File: config.mk
export PLATFORM = sky130hd
export DESIGN_NAME = decimal_text_to_cents_parser_core
export DESIGN_NICKNAME = d
export VERILOG_FILES = /design/src/rtl/dtc_pkg.sv /design/src/rtl/decimal_text_to_cents_parser_core.sv
export SDC_FILE = /design/constraint.sdc
export NUM_CORES = 1
export LEC_CHECK = 0
export BUFFER_PORTS_ARGS = -buffer_cell sky130_fd_sc_hd__buf_2
export CORE_MARGIN = 4
export CORE_UTILIZATION = 55
export DETAILED_ROUTE_END_ITERATION = 6
export PLACE_DENSITY = 0.76
export SLEW_MARGIN = 20
export SYNTH_ARGS = -nofsm -noshare
export SYNTH_HDL_FRONTEND = slang
export SYNTH_SLANG_ARGS = --single-unit
File: constraint.sdc
create_clock -name clk -period 6.7 [get_ports clk]
set_input_delay 0.335 -clock clk [delete_from_list [all_inputs] [get_ports clk]]
set_output_delay 0.335 -clock clk [all_outputs]
set_load 0.01 [all_outputs]
File: src/rtl/dtc_pkg.sv
// dtc_pkg: shared constants and helpers for the decimal text to cents parser
`default_nettype none

package dtc_pkg;

  // magnitude limit and widths of the accumulator paths
  localparam int unsigned MAG_W  = 63;
  localparam int unsigned WIDE_W = 68;
  localparam logic [WIDE_W-1:0] MAG_MAX = {{(WIDE_W-MAG_W){1'b0}}, {MAG_W{1'b1}}};

  // default number of fraction digits kept
  localparam int unsigned DEFAULT_FRACTION_DIGITS = 2;
  localparam int unsigned MAX_FRACTION_DIGITS     = 3;

  // character codes
  localparam logic [7:0] CH_MINUS = 8'h2D;
  localparam logic [7:0] CH_DOT   = 8'h2E;
  localparam logic [7:0] CH_COMMA = 8'h2C;
  localparam logic [7:0] CH_ZERO  = 8'h30;
  localparam logic [7:0] CH_NINE  = 8'h39;

  // result status codes
  typedef logic [1:0] status_t;
  localparam status_t ST_OK        = 2'd0;
  localparam status_t ST_MALFORMED = 2'd1;
  localparam status_t ST_OVERFLOW  = 2'd2;

  // digit times ten to the power n, n no larger than MAX_FRACTION_DIGITS
  function automatic logic [WIDE_W-1:0] digit_place(input logic [3:0] d, input int unsigned n);
    logic [WIDE_W-1:0] v;
    v = {{(WIDE_W-4){1'b0}}, d};
    for (int unsigned k = 0; k < MAX_FRACTION_DIGITS; k++) begin
      if (k < n) begin
        v = (v << 3) + (v << 1);
      end
    end
    return v;
  endfunction

endpackage

`default_nettype wire

File: src/rtl/decimal_text_to_cents_parser_core.sv
// decimal_text_to_cents_parser_core: character stream to signed hundredths (by default)
//
// Takes one character per transfer and, on an end-of-text transfer, gives one
// result: the signed amount in units of 10^-FRACTION_DIGITS and a status (ok,
// malformed, overflow). Each transfer is registered, then handled by a
// multiply-by-ten accumulate with a range compare, so one character is taken
// every cycle when not stalled; an end-of-text transfer passes the input and
// result registers in turn. The amount is kept scaled to the output unit, so the
// end of text needs only a sign change. The block stalls its input only while a
// result is held back by the output and a further end-of-text waits behind it.
`default_nettype none

module decimal_text_to_cents_parser_core #(
  parameter int unsigned FRACTION_DIGITS = dtc_pkg::DEFAULT_FRACTION_DIGITS
) (
  input  wire                 clk,
  input  wire                 rst_n,
  input  wire                 in_valid,
  output logic                in_stall,
  input  wire  [7:0]          in_char_code,
  input  wire                 in_end_of_text,
  output logic                out_valid,
  input  wire                 out_stall,
  output logic signed [63:0]  out_amount_cents,
  output dtc_pkg::status_t    out_status
);
  import dtc_pkg::*;

  localparam int unsigned CNT_W = $clog2(FRACTION_DIGITS + 1);

  // parse phase codes
  localparam logic [2:0] PH_START = 3'd0;
  localparam logic [2:0] PH_WHOLE = 3'd1;
  localparam logic [2:0] PH_FRAC  = 3'd2;
  localparam logic [2:0] PH_SKIP  = 3'd3;
  localparam logic [2:0] PH_ERROR = 3'd4;

  // input register
  logic       s1_valid_r, s1_valid_nxt;
  logic [7:0] s1_char_r;
  logic       s1_eot_r;

  // parse state
  logic [2:0]       phase_r, phase_nxt;
  logic             neg_r, neg_nxt;
  logic [MAG_W-1:0] cents_r, cents_nxt;
  logic [CNT_W-1:0] frac_cnt_r, frac_cnt_nxt;
  logic             digit_seen_r, digit_seen_nxt;
  logic             ovf_r, ovf_nxt;

  // result register
  logic                out_valid_r, out_valid_nxt;
  logic signed [63:0]  out_amount_r, out_amount_nxt;
  status_t             out_status_r, out_status_nxt;

  logic in_acc, out_free, s1_go, s1_char_go, s1_eot_go;
  logic is_digit;
  logic [3:0] digit;
  logic [WIDE_W-1:0] whole_sum, frac_sum;
  logic [63:0] mag64;

  // handshake
  assign out_free   = !out_valid_r || !out_stall;
  assign s1_go      = s1_valid_r && (!s1_eot_r || out_free);
  assign s1_char_go = s1_go && !s1_eot_r;
  assign s1_eot_go  = s1_go && s1_eot_r;
  assign in_stall   = s1_valid_r && !s1_go;
  assign in_acc     = in_valid && !in_stall;
  assign s1_valid_nxt = in_acc || (s1_valid_r && !s1_go);

  // digit decode and candidate sums
  assign is_digit  = (s1_char_r >= CH_ZERO) && (s1_char_r <= CH_NINE);
  assign digit     = 4'(s1_char_r - CH_ZERO);
  assign whole_sum = ({{(WIDE_W-MAG_W){1'b0}}, cents_r} << 3)
                   + ({{(WIDE_W-MAG_W){1'b0}}, cents_r} << 1)
                   + digit_place(digit, FRACTION_DIGITS);
  assign frac_sum  = {{(WIDE_W-MAG_W){1'b0}}, cents_r}
                   + digit_place(digit, FRACTION_DIGITS - 1 - int'(frac_cnt_r));

  // next parse state
  always_comb begin
    phase_nxt      = phase_r;
    neg_nxt        = neg_r;
    cents_nxt      = cents_r;
    frac_cnt_nxt   = frac_cnt_r;
    digit_seen_nxt = digit_seen_r;
    ovf_nxt        = ovf_r;
    if (s1_eot_go) begin
      phase_nxt      = PH_START;
      neg_nxt        = 1'b0;
      cents_nxt      = '0;
      frac_cnt_nxt   = '0;
      digit_seen_nxt = 1'b0;
      ovf_nxt        = 1'b0;
    end else if (s1_char_go) begin
      unique case (phase_r)
        PH_START, PH_WHOLE: begin
          if (phase_r == PH_START && s1_char_r == CH_MINUS) begin
            neg_nxt   = 1'b1;
            phase_nxt = PH_WHOLE;
          end else if (s1_char_r == CH_DOT) begin
            phase_nxt = PH_FRAC;
          end else if (s1_char_r == CH_COMMA) begin
            phase_nxt = PH_SKIP;
          end else if (is_digit) begin
            phase_nxt      = PH_WHOLE;
            digit_seen_nxt = 1'b1;
            if (!ovf_r) begin
              if (whole_sum > MAG_MAX) begin
                ovf_nxt = 1'b1;
              end else begin
                cents_nxt = MAG_W'(whole_sum);
              end
            end
          end else begin
            phase_nxt = PH_ERROR;
          end
        end
        PH_FRAC: begin
          if (!is_digit) begin
            phase_nxt = PH_ERROR;
          end else begin
            digit_seen_nxt = 1'b1;
            if (frac_cnt_r < CNT_W'(FRACTION_DIGITS)) begin
              frac_cnt_nxt = frac_cnt_r + 1'b1;
              if (!ovf_r) begin
                if (frac_sum > MAG_MAX) begin
                  ovf_nxt = 1'b1;
                end else begin
                  cents_nxt = MAG_W'(frac_sum);
                end
              end
            end
          end
        end
        default: begin
        end
      endcase
    end
  end

  // result formation
  assign mag64 = {1'b0, cents_r};
  always_comb begin
    out_valid_nxt  = out_valid_r && out_stall;
    out_amount_nxt = out_amount_r;
    out_status_nxt = out_status_r;
    if (s1_eot_go) begin
      out_valid_nxt = 1'b1;
      if (phase_r == PH_ERROR || !digit_seen_r) begin
        out_status_nxt = ST_MALFORMED;
        out_amount_nxt = '0;
      end else if (ovf_r) begin
        out_status_nxt = ST_OVERFLOW;
        out_amount_nxt = '0;
      end else begin
        out_status_nxt = ST_OK;
        out_amount_nxt = neg_r ? -$signed(mag64) : $signed(mag64);
      end
    end
  end

  // control registers
  always_ff @(posedge clk) begin
    if (!rst_n) begin
      s1_valid_r   <= 1'b0;
      out_valid_r  <= 1'b0;
      phase_r      <= PH_START;
      neg_r        <= 1'b0;
      cents_r      <= '0;
      frac_cnt_r   <= '0;
      digit_seen_r <= 1'b0;
      ovf_r        <= 1'b0;
    end else begin
      s1_valid_r   <= s1_valid_nxt;
      out_valid_r  <= out_valid_nxt;
      phase_r      <= phase_nxt;
      neg_r        <= neg_nxt;
      cents_r      <= cents_nxt;
      frac_cnt_r   <= frac_cnt_nxt;
      digit_seen_r <= digit_seen_nxt;
      ovf_r        <= ovf_nxt;
    end
  end

  // payload registers
  always_ff @(posedge clk) begin
    if (in_acc) begin
      s1_char_r <= in_char_code;
      s1_eot_r  <= in_end_of_text;
    end
    out_amount_r <= out_amount_nxt;
    out_status_r <= out_status_nxt;
  end

  assign out_valid        = out_valid_r;
  assign out_amount_cents = out_amount_r;
  assign out_status       = out_status_r;

endmodule

`default_nettype wire

==> metrics.yaml, run 1 <==
pwr:
  pwr-share-clk_pct: 43.6
  p_total_mw: 2.27
  ir_drop_v: 0.000181
  switching_share_pct: 27.8
  power.density_nw_per_um2: 135
  p_int_mw: 1.64
  power_frac_comb_pct: 13.7
  p_seq_share_pct: 42.7
  switching_power_mw: 0.632
  power_leakage_nw: 7.14
critical_path:
  critPathMaxFanout: 7
  path_buf_inv: 3
  slowest_delay_ns: 0.54
  critPathKind: "register to register"
  path_common_cell: "ha_1"
  crit_path_start_kind: "register"
  worstPathRequired_ns: 7.03
  slowest_stage: "fa_2"
  crit_path_end_kind: "register"
  r2r_setup_slack_ns: 0.23
  arrival_ns: 6.80
  path_delay_family: "simple AND/OR/NAND/NOR gates"
clocking:
  h-tree-depth: 4
  numCtsBuffers: 17
  root_buffer: "clkbuf_16"
  clk-insertion-delay-late_ns: 0.45
  clockBufferDepth: 2
  cts_tree: "done"
  path_clk_slew_ns: 0.07
  numClockSinks: 148
logic_synthesis:
  synthCells: 1886
  synth_area_sq_um: 15300
  avgSynthCellArea_sq_um: 8.09
  synthArstFlopShare_pct: 0
  yosysWarnings: 0
  ys_ff_latch: 148
  ys_types: 83
  seq_area_frac_synth_pct: 24.3
  synth_edf_count: 75
  synth_nets: 2126
  synth-main-ff-cell: "edfxtp_1"
routing:
  ant_nets: 0
  dr.first_iter.drc_count: 1471
  drt_wl_total_um: 44700
  wl_per_cell_um: 19.4
  post_drt_via_cell_ratio: 6.33
  firstDrtPassIters: 6
  vias: 14600
  drcViolationCount: 0
floorplanning:
  ios: 81
  dieArea_sq_um: 30500
  chipWidth_um: 175
  rows: 60
  initial_core_util_pct: 56.3
  floorplan.die.height_um: 175
  core_sq_um: 27100
cells_and_area:
  areaGrowthSynthToFinish_pct: 10.1
  drive_gt1_share_pct: 11.8
  final_nets: 2161
  n_antenna_cell: 0
  mostFrequentLayoutCell: "ha_1"
  final_cell_mix: "206 x ha_1, 198 x nor2_1, 154 x nand2_1"
grt:
  grt_pass1_vias: 13500
  grt_overflow: 0
  antenna_found_initial: 0
  grt.total_usage_pct: 28.5
  grt_start_max_net_pins: 84
  grt_pass1_wl_um: 71900
placed_design:
  port_buffers: 80
  gp_congestion: 1.02
  dp_hpwl_um: 33200
timing:
  setup_viol: 0
  period_share_pct: 96.6
  hold_violations: 0
  setup_tns_ns: 0
  finClkSkew_ns: 0.0165
  tightest_slew_ns: 1.02
  final.min_clock_period_ns: 6.47
  max_freq_ghz: 0.154
  finalMaxSlewViolations: 0
  relSlewSlack_pct: 31.9
run_status:
  status: "complete, no violations"
min_path:
  min_path_type: "input port to register"
run:
  timing.max_cap.violations: 0
[worst register-to-register path: cells and delay by family, from the launching register on]
family	cells	cell delay [ns]
xor gates and xnor gates	2	0.25
adders and majority gates	5	1.64
buffers and inverters	3	0.37
DFF	1	0.41
muxes	1	0.28
AOI/OAI and AO/OA	10	1.61
and+or+nand+nor	10	1.80
[timing repair]
action                                 CTS  global route
resized for setup                        3            28
pin swaps                                0            10
endpoints found under the hold margin    0             0
buffers inserted                         2            14
hold buffers                             0             0
gates cloned                             0             0
setup endpoints to repair               35            63
[final timing paths]
kind	startpoint	endpoint	depth (start not counted)
hold reg to reg	digit_seen_r	digit_seen_r	2
setup / recovery	s1_char_r[0]	cents_r[51]	31
hold / removal	in_char_code[2]	s1_char_r[2]	1
setup reg to reg	s1_char_r[0]	cents_r[51]	31
[cell usage after synthesis, types with 17 or more instances]
cell        n  area share, %
nand2_1   155            3.8
o21bai_1   18           0.89
nor2b_1    17           0.70
nor2_1    201            4.9
xnor2_1    61            3.5
fa_1       18            2.4
a211oi_1   46            2.3
ha_1      209             17
o21a_1     17           0.84
dfxtp_1    73            9.6
inv_1      56            1.4
nand3_1    61            2.0
edfxtp_1   75             15
a21oi_1   156            5.1
or3_1      27            1.1
nand4_1    30            1.2
o211ai_1   17           0.84
o21ai_0   151            5.0
nor3_1     59            1.9
xor2_1     76            4.4
clkbuf_1   90            2.2
o31ai_1    35            1.7
[power by group through the flow]
| stage | sequential (mW) | clock, mW | combinational, mW |
|---|---|---|---|
| 6_report | 0.970 | 0.991 | 0.312 |
| 4_1_cts | 0.970 | 0.991 | 0.292 |
| 3_3_place_gp | 0.990 | 0 | 0.286 |
| 3_5_place_dp | 0.990 | 0 | 0.289 |
| 2_1_floorplan | 0.993 | 0 | 0.206 |
| 5_1_grt | 0.971 | 1.03 | 0.345 |
[metal layers]
layer | vias to the layer above | track usage (%) | share of wire [%]
li1 | 7016 | - | -
met1 | 6940 | 39.9 | 44
met2 | 547 | 46.2 | 46
met3 | 88 | 3.55 | 6.3
met4 | 0 | 8.97 | 3.0
met5 | - | 0 | 0
[registers in the layout, indices dropped and copies added, names as in the netlist]
signal            count
phase_r               3
s1_valid_r            1
out_amount_cents     64
ovf_r                 1
out_status            2
s1_eot_r              1
digit_seen_r          1
cents_r              63
out_valid             1
neg_r                 1
frac_cnt_r            2
s1_char_r             8
[kinds of logic after synthesis]
kind of cell	after synthesis	share of synthesized area, %
AO/OA/AOI/OAI	537	21.9
multiplexers	15	1.03
buffers and inverters	171	4.61
AND/OR/NAND/NOR	651	20.8
flip-flops	148	24.3
adder cells (fa/ha/maj)	227	19.5
XOR/XNOR	137	7.86
[metrics by stage]
step	utilization, %	hold WS [ns]	area, sq um	cells	setup WS, ns
floorplan	-	0.434	15300	1886	0.0646
global placement	58.9	0.442	16000	2258	0.166
detailed placement	58.9	0.458	16000	2258	-0.0522
CTS	61.1	0.0628	16600	2292	0.00674
global route	62.0	0.0664	16800	2306	-0.127
finish	62.0	0.0660	16800	2306	0.225
[area by class of cell]
type,count,area [sq um]
fill,2402,10300
clock inverter,13,151
multi-input combinational,1567,11000
timing repair buffer,130,813
inverter,57,214
sequential,148,3720
clock buffer,19,433
tap,372,465
Power figures use the tool's default switching activity.
==> run 2, diff against run 1 <==
--- a/config.mk
+++ b/config.mk
@@ -9,7 +9,8 @@
 export CORE_MARGIN = 4
 export CORE_UTILIZATION = 55
 export DETAILED_ROUTE_END_ITERATION = 6
-export PLACE_DENSITY = 0.76
+export GPL_TIMING_DRIVEN = 0
+export PLACE_DENSITY = 0.87
 export SLEW_MARGIN = 20
 export SYNTH_ARGS = -nofsm -noshare
 export SYNTH_HDL_FRONTEND = slang
==> run 2 against run 1 <==
Final cell count increased by 4.3%. Fmax shrank 2.9%. Non-clock buffer count rose by 100. Clock skew increased by 0.0041 ns. Power up 1.2%. Die area unchanged. Count of clock-buffer cells in the layout decreased by 1. Largest cell class unchanged. Largest power group unchanged.
==> metrics.yaml, run 2 (synthesis gave the netlist of run 1 again) <==
run_status:
  status: "complete, no violations"
clocking:
  numClockSinks: 148  # unchanged
  path_clk_slew_ns: 0.08  # about the same
  clockBufferDepth: 2  # unchanged
  cts_tree: "done"
  h-tree-depth: 4  # unchanged
  root_buffer: "clkbuf_16"
  clk-insertion-delay-late_ns: 0.45  # about the same
  numCtsBuffers: 17  # unchanged
grt:
  grt_start_max_net_pins: 40  # -52%
  antenna_found_initial: 0  # unchanged
  grt_pass1_wl_um: 80300  # +12%
  grt.total_usage_pct: 32.7  # +4.2 points
  grt_overflow: 0  # unchanged
  grt_pass1_vias: 14900  # +9.9%
cells_and_area:
  final_nets: 2261  # +4.6%
  final_cell_mix: "199 x ha_1, 193 x nor2_1, 155 x nand2_1"
  drive_gt1_share_pct: 13.6  # +1.7 points
  mostFrequentLayoutCell: "ha_1"
  n_antenna_cell: 0  # unchanged
  largest_reg_flops: 64  # unchanged
  fill_cells: 2233  # -7.0%
  post-route-util_pct: 64.7  # +2.7 points
  finalNonFillerCells: 2406  # +4.3%
  areaGrowthSynthToFinish_pct: 14.9
pwr:
  switching_power_mw: 0.688  # +8.9%
  switching_share_pct: 29.9  # +2.1 points
  power.density_nw_per_um2: 131  # -3.1%
  p_seq_share_pct: 42.1  # -0.6 points
  pwr-share-clk_pct: 42.7  # -0.9 points
  ir_drop_v: 0.000153  # -15%
  power_frac_comb_pct: 15.2  # +1.5 points
  power_leakage_nw: 7.38  # +3.3%
  p_int_mw: 1.61  # -1.7%
critical_path:
  slowest_delay_ns: 0.56  # +0.02 ns
  path_delay_family: "compound AO/OA/AOI/OAI gates"
  worstPathRequired_ns: 6.99  # -0.04 ns
  critPathMaxFanout: 10  # +3
  slowest_stage: "edfxtp_1"
  arrival_ns: 6.95  # +0.15 ns
  path_buf_inv: 3  # unchanged
  critPathKind: "register to register"
  crit_path_start_kind: "register"
  crit_path_end_kind: "register"
  path_common_cell: "ha_1"
timing:
  max_freq_ghz: 0.150  # -2.9%
  hold_violations: 0  # unchanged
  finalMaxSlewViolations: 0  # unchanged
  setup_viol: 0  # unchanged
  period_share_pct: 99.5  # +2.9 points
  setup_tns_ns: 0  # unchanged
  final.min_clock_period_ns: 6.67  # +0.192 ns
  finClkSkew_ns: 0.0206  # +0.00414 ns
  tightest_slew_ns: 1.01  # -0.00882 ns
  relSlewSlack_pct: 32.1  # +0.22 points
floorplanning:
  ios: 81  # unchanged
  core_sq_um: 27100  # unchanged
  initial_core_util_pct: 56.3  # unchanged
  floorplan.die.height_um: 175  # unchanged
  dieArea_sq_um: 30500  # unchanged
  chipWidth_um: 175  # unchanged
  rows: 60  # unchanged
routing:
  firstDrtPassIters: 6  # unchanged
  post_drt_via_cell_ratio: 6.67  # +5.5%
  wl_per_cell_um: 22.3  # +15%
  dr.first_iter.drc_count: 2205  # +50%
  vias: 16100  # +10%
  drt_wl_total_um: 53600  # +20%
  drcViolationCount: 0  # unchanged
  ant_nets: 0  # unchanged
placed_design:
  port_buffers: 80  # unchanged
  dp_cells: 2339  # +3.6%
  dp_hpwl_um: 38700  # +17%
  gp_congestion: 1.01  # -0.85%
run:
  timing.max_cap.violations: 0  # unchanged
min_path:
  min_path_type: "input port to register"
run 2: cell count changes in the layout (fill, tap and decap cells not counted), sizes merged:
cell | previous run | this run
clkinvlp | 4 | 1
bufinv | 2 | 0
buf | 130 | 143
inv | 61 | 67
clkbuf | 19 | 105
run 2: power groups by stage:
stage	Sequential, mW	Combinational, mW	Clock (mW)
final	0.969	0.349	0.983
after global routing	0.970	0.372	1.01
after CTS	0.969	0.303	0.971
after detailed placement	0.991	0.285	0
after global placement	0.991	0.274	0
after floorplan	0.993	0.206	0
run 2: routing by layer:
layer,vias up,track usage (%),part of all wire (%)
met5,-,0,0
li1,7221,-,-
met1,7501,43.3,39
met2,1106,51.3,44
met3,230,6.58,12
met4,0,15.8,5.2
run 2: worst paths after layout:
path                   startpoint            to  slack (ns)  cells after the start
setup / recovery     s1_char_r[3]   cents_r[54]        0.03                     27
setup reg to reg     s1_char_r[3]   cents_r[54]        0.03                     27
hold reg to reg      digit_seen_r  digit_seen_r        0.48                      2
hold / removal    in_char_code[1]  s1_char_r[1]        0.06                      1
run 2: what timing repair did:
item / in CTS / in global routing
hold buffers: 0 / 0
setup endpoints to repair: 64 / 63
setup buffers: 15 / 21
gates resized for setup: 54 / 69
gates cloned: 0 / 1
pin swaps: 11 / 32
run 2: area by class of cell:
type	instances	area (sq um)	share of cell area [%]
plain buffers	112	596	3.39
well taps	372	465	2.65
clock inverters	14	128	0.727
flip-flops and latches	148	3710	21.2
inverters	57	219	1.25
clock buffers	18	450	2.57
multi-input cells	1567	11300	64.2
repair buffers	118	716	4.08
run 2: per-stage QoR:
| stage | setup WS [ns] | power, mW | cell area, sq um | hold slack, ns |
|---|---|---|---|---|
| after floorplan | 0.0646 | 1.20 | 15300 | 0.434 |
| after global placement | -1.47 | 1.27 | 16100 | 0.443 |
| after detailed placement | -1.71 | 1.28 | 16200 | 0.463 |
| after CTS | 0.00831 | 2.24 | 17100 | 0.0638 |
| after global routing | -0.151 | 2.35 | 17500 | 0.0565 |
| final | 0.0327 | 2.30 | 17500 | 0.0578 |
==> run 3, diff against run 2 <==
--- a/config.mk
+++ b/config.mk
@@ -10,7 +10,7 @@
 export CORE_UTILIZATION = 55
 export DETAILED_ROUTE_END_ITERATION = 6
 export GPL_TIMING_DRIVEN = 0
-export PLACE_DENSITY = 0.87
+export PLACE_DENSITY = 0.84
 export SLEW_MARGIN = 20
 export SYNTH_ARGS = -nofsm -noshare
 export SYNTH_HDL_FRONTEND = slang
==> constraint.sdc (replaced) <==
create_clock -name clk -period 8.5 [get_ports clk]
set_input_delay 0.425 -clock clk [delete_from_list [all_inputs] [get_ports clk]]
set_output_delay 0.425 -clock clk [all_outputs]
set_load 0.01 [all_outputs]
==> run 3 against run 2 <==
Register-to-register slack improved by 0.32 ns. Via count shrank 2.7%. Non-clock buffer count fell by 35. Sequential share of layout area is 0.96 points higher. Setup slack gained 0.32 ns. Clock skew is 0.0065 ns lower. Combinational power decreased by 33%. Largest power group unchanged. Final area decreased by 4.4%. Global-route usage down 0.88 points. Highest routed layer is now met5. Die area unchanged. Final cell count is 1.5% lower.
==> metrics.yaml, run 3 (synthesis gave the netlist of run 1 again) <==
floorplanning:
  core_sq_um: 27100  # unchanged
  chipWidth_um: 175  # unchanged
  ios: 81  # unchanged
  dieArea_sq_um: 30500  # unchanged
  initial_core_util_pct: 56.3  # unchanged
  rows: 60  # unchanged
  floorplan.die.height_um: 175  # unchanged
routing:
  firstDrtPassIters: 7  # +1
  drcViolationCount: 0  # unchanged
  dr.first_iter.drc_count: 2019  # -8.4%
  post_drt_via_cell_ratio: 6.59  # -1.3%
  ant_nets: 0  # unchanged
  vias: 15600  # -2.7%
  wl_per_cell_um: 21.3  # -4.6%
  drt_wl_total_um: 50400  # -6.0%
cells_and_area:
  drive_gt1_share_pct: 8.90  # -4.7 points
  fill_cells: 2349  # +5.2%
  finalNonFillerCells: 2371  # -1.5%
  largest_reg_flops: 64  # unchanged
  final_nets: 2226  # -1.5%
  finalInstanceArea_sq_um: 16800  # -4.4%
  final_cell_mix: "209 x ha_1, 201 x nor2_1, 156 x a21oi_1"
  areaGrowthSynthToFinish_pct: 9.92
  n_antenna_cell: 0  # unchanged
  mostFrequentLayoutCell: "ha_1"
critical_path:
  r2r_setup_slack_ns: 0.36  # +0.32 ns
  crit_path_start_kind: "register"
  arrival_ns: 8.53  # +1.58 ns
  slowest_delay_ns: 0.57  # about the same
  startpoint: "s1_char_r[0]"
  r2r_start: "s1_char_r[0]"
  critPathKind: "register to register"
  crit_path_end_kind: "register"
  slowest_stage: "edfxtp_1"
  worstPathRequired_ns: 8.88  # +1.89 ns
  r2r_end: "cents_r[59]"
  cp-endpoint: "cents_r[59]"
  rr_worst_depth: 33  # +22%
  critPathMaxFanout: 10  # unchanged
clocking:
  path_clk_slew_ns: 0.07  # about the same
  clockBufferDepth: 2  # unchanged
  cts_tree: "done"
  numCtsBuffers: 17  # unchanged
  root_buffer: "clkbuf_16"
  numClockSinks: 148  # unchanged
  clk-insertion-delay-late_ns: 0.45  # about the same
  h-tree-depth: 4  # unchanged
pwr:
  power.density_nw_per_um2: 106  # -19%
  p_int_mw: 1.26  # -22%
  power_leakage_nw: 7.12  # -3.5%
  power_frac_comb_pct: 13.1  # -2.1 points
  p_seq_share_pct: 43.0  # +0.9 points
  switching_share_pct: 29.0  # -0.91 points
  ir_drop_v: 0.0000921  # -40%
  pwr-share-clk_pct: 43.9  # +1.2 points
  switching_power_mw: 0.516  # -25%
run:
  timing.max_cap.violations: 0  # unchanged
timing:
  finalMaxSlewViolations: 0  # unchanged
  relSlewSlack_pct: 36.9  # +4.8 points
  setup_viol: 0  # unchanged
  max_freq_ghz: 0.123  # -18%
  finClkSkew_ns: 0.0142  # -0.00646 ns
  fin_hold_ws_ns: 0.152  # +0.0946 ns
  period_share_pct: 95.8  # -3.7 points
  hold_violations: 0  # unchanged
  final.min_clock_period_ns: 8.14  # +1.48 ns
  tightest_slew_ns: 0.938  # -0.0709 ns
grt:
  grt_pass1_vias: 14700  # -1.3%
  grt_start_max_net_pins: 38  # -5.0%
  grt_pass1_wl_um: 78400  # -2.5%
  antenna_found_initial: 1  # +1
  grt.total_usage_pct: 31.8  # -0.88 points
  grt_overflow: 0  # unchanged
min_path:
  min_path_type: "input port to register"
placed_design:
  gp_congestion: 0.987  # -2.2%
  placed_area_sq_um: 16200  # about the same
  dp_hpwl_um: 38600  # -0.33%
  port_buffers: 80  # unchanged
  dp_cells: 2339  # unchanged
run_status:
  status: "complete, no violations"
## run 3: changes by cell type in the layout (fill, tap and decap cells not counted), moves of 8 or more
cell     previous run  this run
nor2_1            193       201
ha_1              199       209
a21oi_1           148       156
buf_4              38         4
a21oi_2             8         0
ha_4                8         0
## run 3: stage by stage
stage          setup TNS [ns]  setup WS, ns  utilization [%]  power [mW]
5_1_grt              -0.00948      -0.00948             61.9        1.82
3_3_place_gp                0        0.0739             59.5       0.998
6_report                    0         0.355             61.9        1.78
2_1_floorplan               0          1.65                -       0.945
4_1_cts                     0         0.211             61.8        1.77
3_5_place_dp                0        0.0713             59.6        1.01
## run 3: worst min-delay path by stage
stage                          startpoint      endpoint  depth (start not counted)
after detailed placement     digit_seen_r  digit_seen_r                          2
after floorplan              digit_seen_r  digit_seen_r                          2
final                      in_end_of_text      s1_eot_r                          1
after global placement       digit_seen_r  digit_seen_r                          2
after global routing       in_end_of_text      s1_eot_r                          1
after CTS                 in_char_code[0]  s1_char_r[0]                          1
## run 3: final cells by class
type / count / area [sq um] / area share (%)
timing repair buffer: 81 / 420 / 2.51
buffer: 114 / 492 / 2.93
clock buffer: 17 / 425 / 2.54
clock inverter: 15 / 170 / 1.01
tap: 372 / 465 / 2.77
multi-input combinational: 1567 / 10900 / 64.8
inverter: 57 / 216 / 1.29
sequential: 148 / 3710 / 22.1
## run 3: per-layer routing
metal	share of wire, %	GRT usage (%)	wire length, um	up-vias
li1	-	-	-	7149
met1	40	42.3	19900	7243
met2	43	48.8	21700	1014
met3	12	7.46	6120	209
met4	5.3	15.7	2660	2
met5	0.032	0	16	-
## run 3: critical path: cells and delay by family, from the launching register on
| family | cells | cell delay, ns |
|---|---|---|
| AND/OR/NAND/NOR | 15 | 2.77 |
| flip-flops | 1 | 0.57 |
| adder cells (fa/ha/maj) | 5 | 1.74 |
| XOR/XNOR | 2 | 0.66 |
| buffers and inverters | 2 | 0.38 |
| AO/OA/AOI/OAI | 9 | 1.95 |
## run 3: power by group through the flow
stage | logic (mW) | clock network (mW) | registers (mW)
floorplan | 0.162 | 0 | 0.783
global placement | 0.217 | 0 | 0.782
detailed placement | 0.225 | 0 | 0.781
CTS | 0.227 | 0.775 | 0.765
global route | 0.255 | 0.803 | 0.766
finish | 0.233 | 0.782 | 0.765
## run 3: timing repair
action,in CTS,in global routing
hold endpoints to repair,0,0
endpoints found under the setup margin,1,60
buffers inserted,0,0
resized for setup,1,6
pin swaps,0,0
hold buffers,0,0
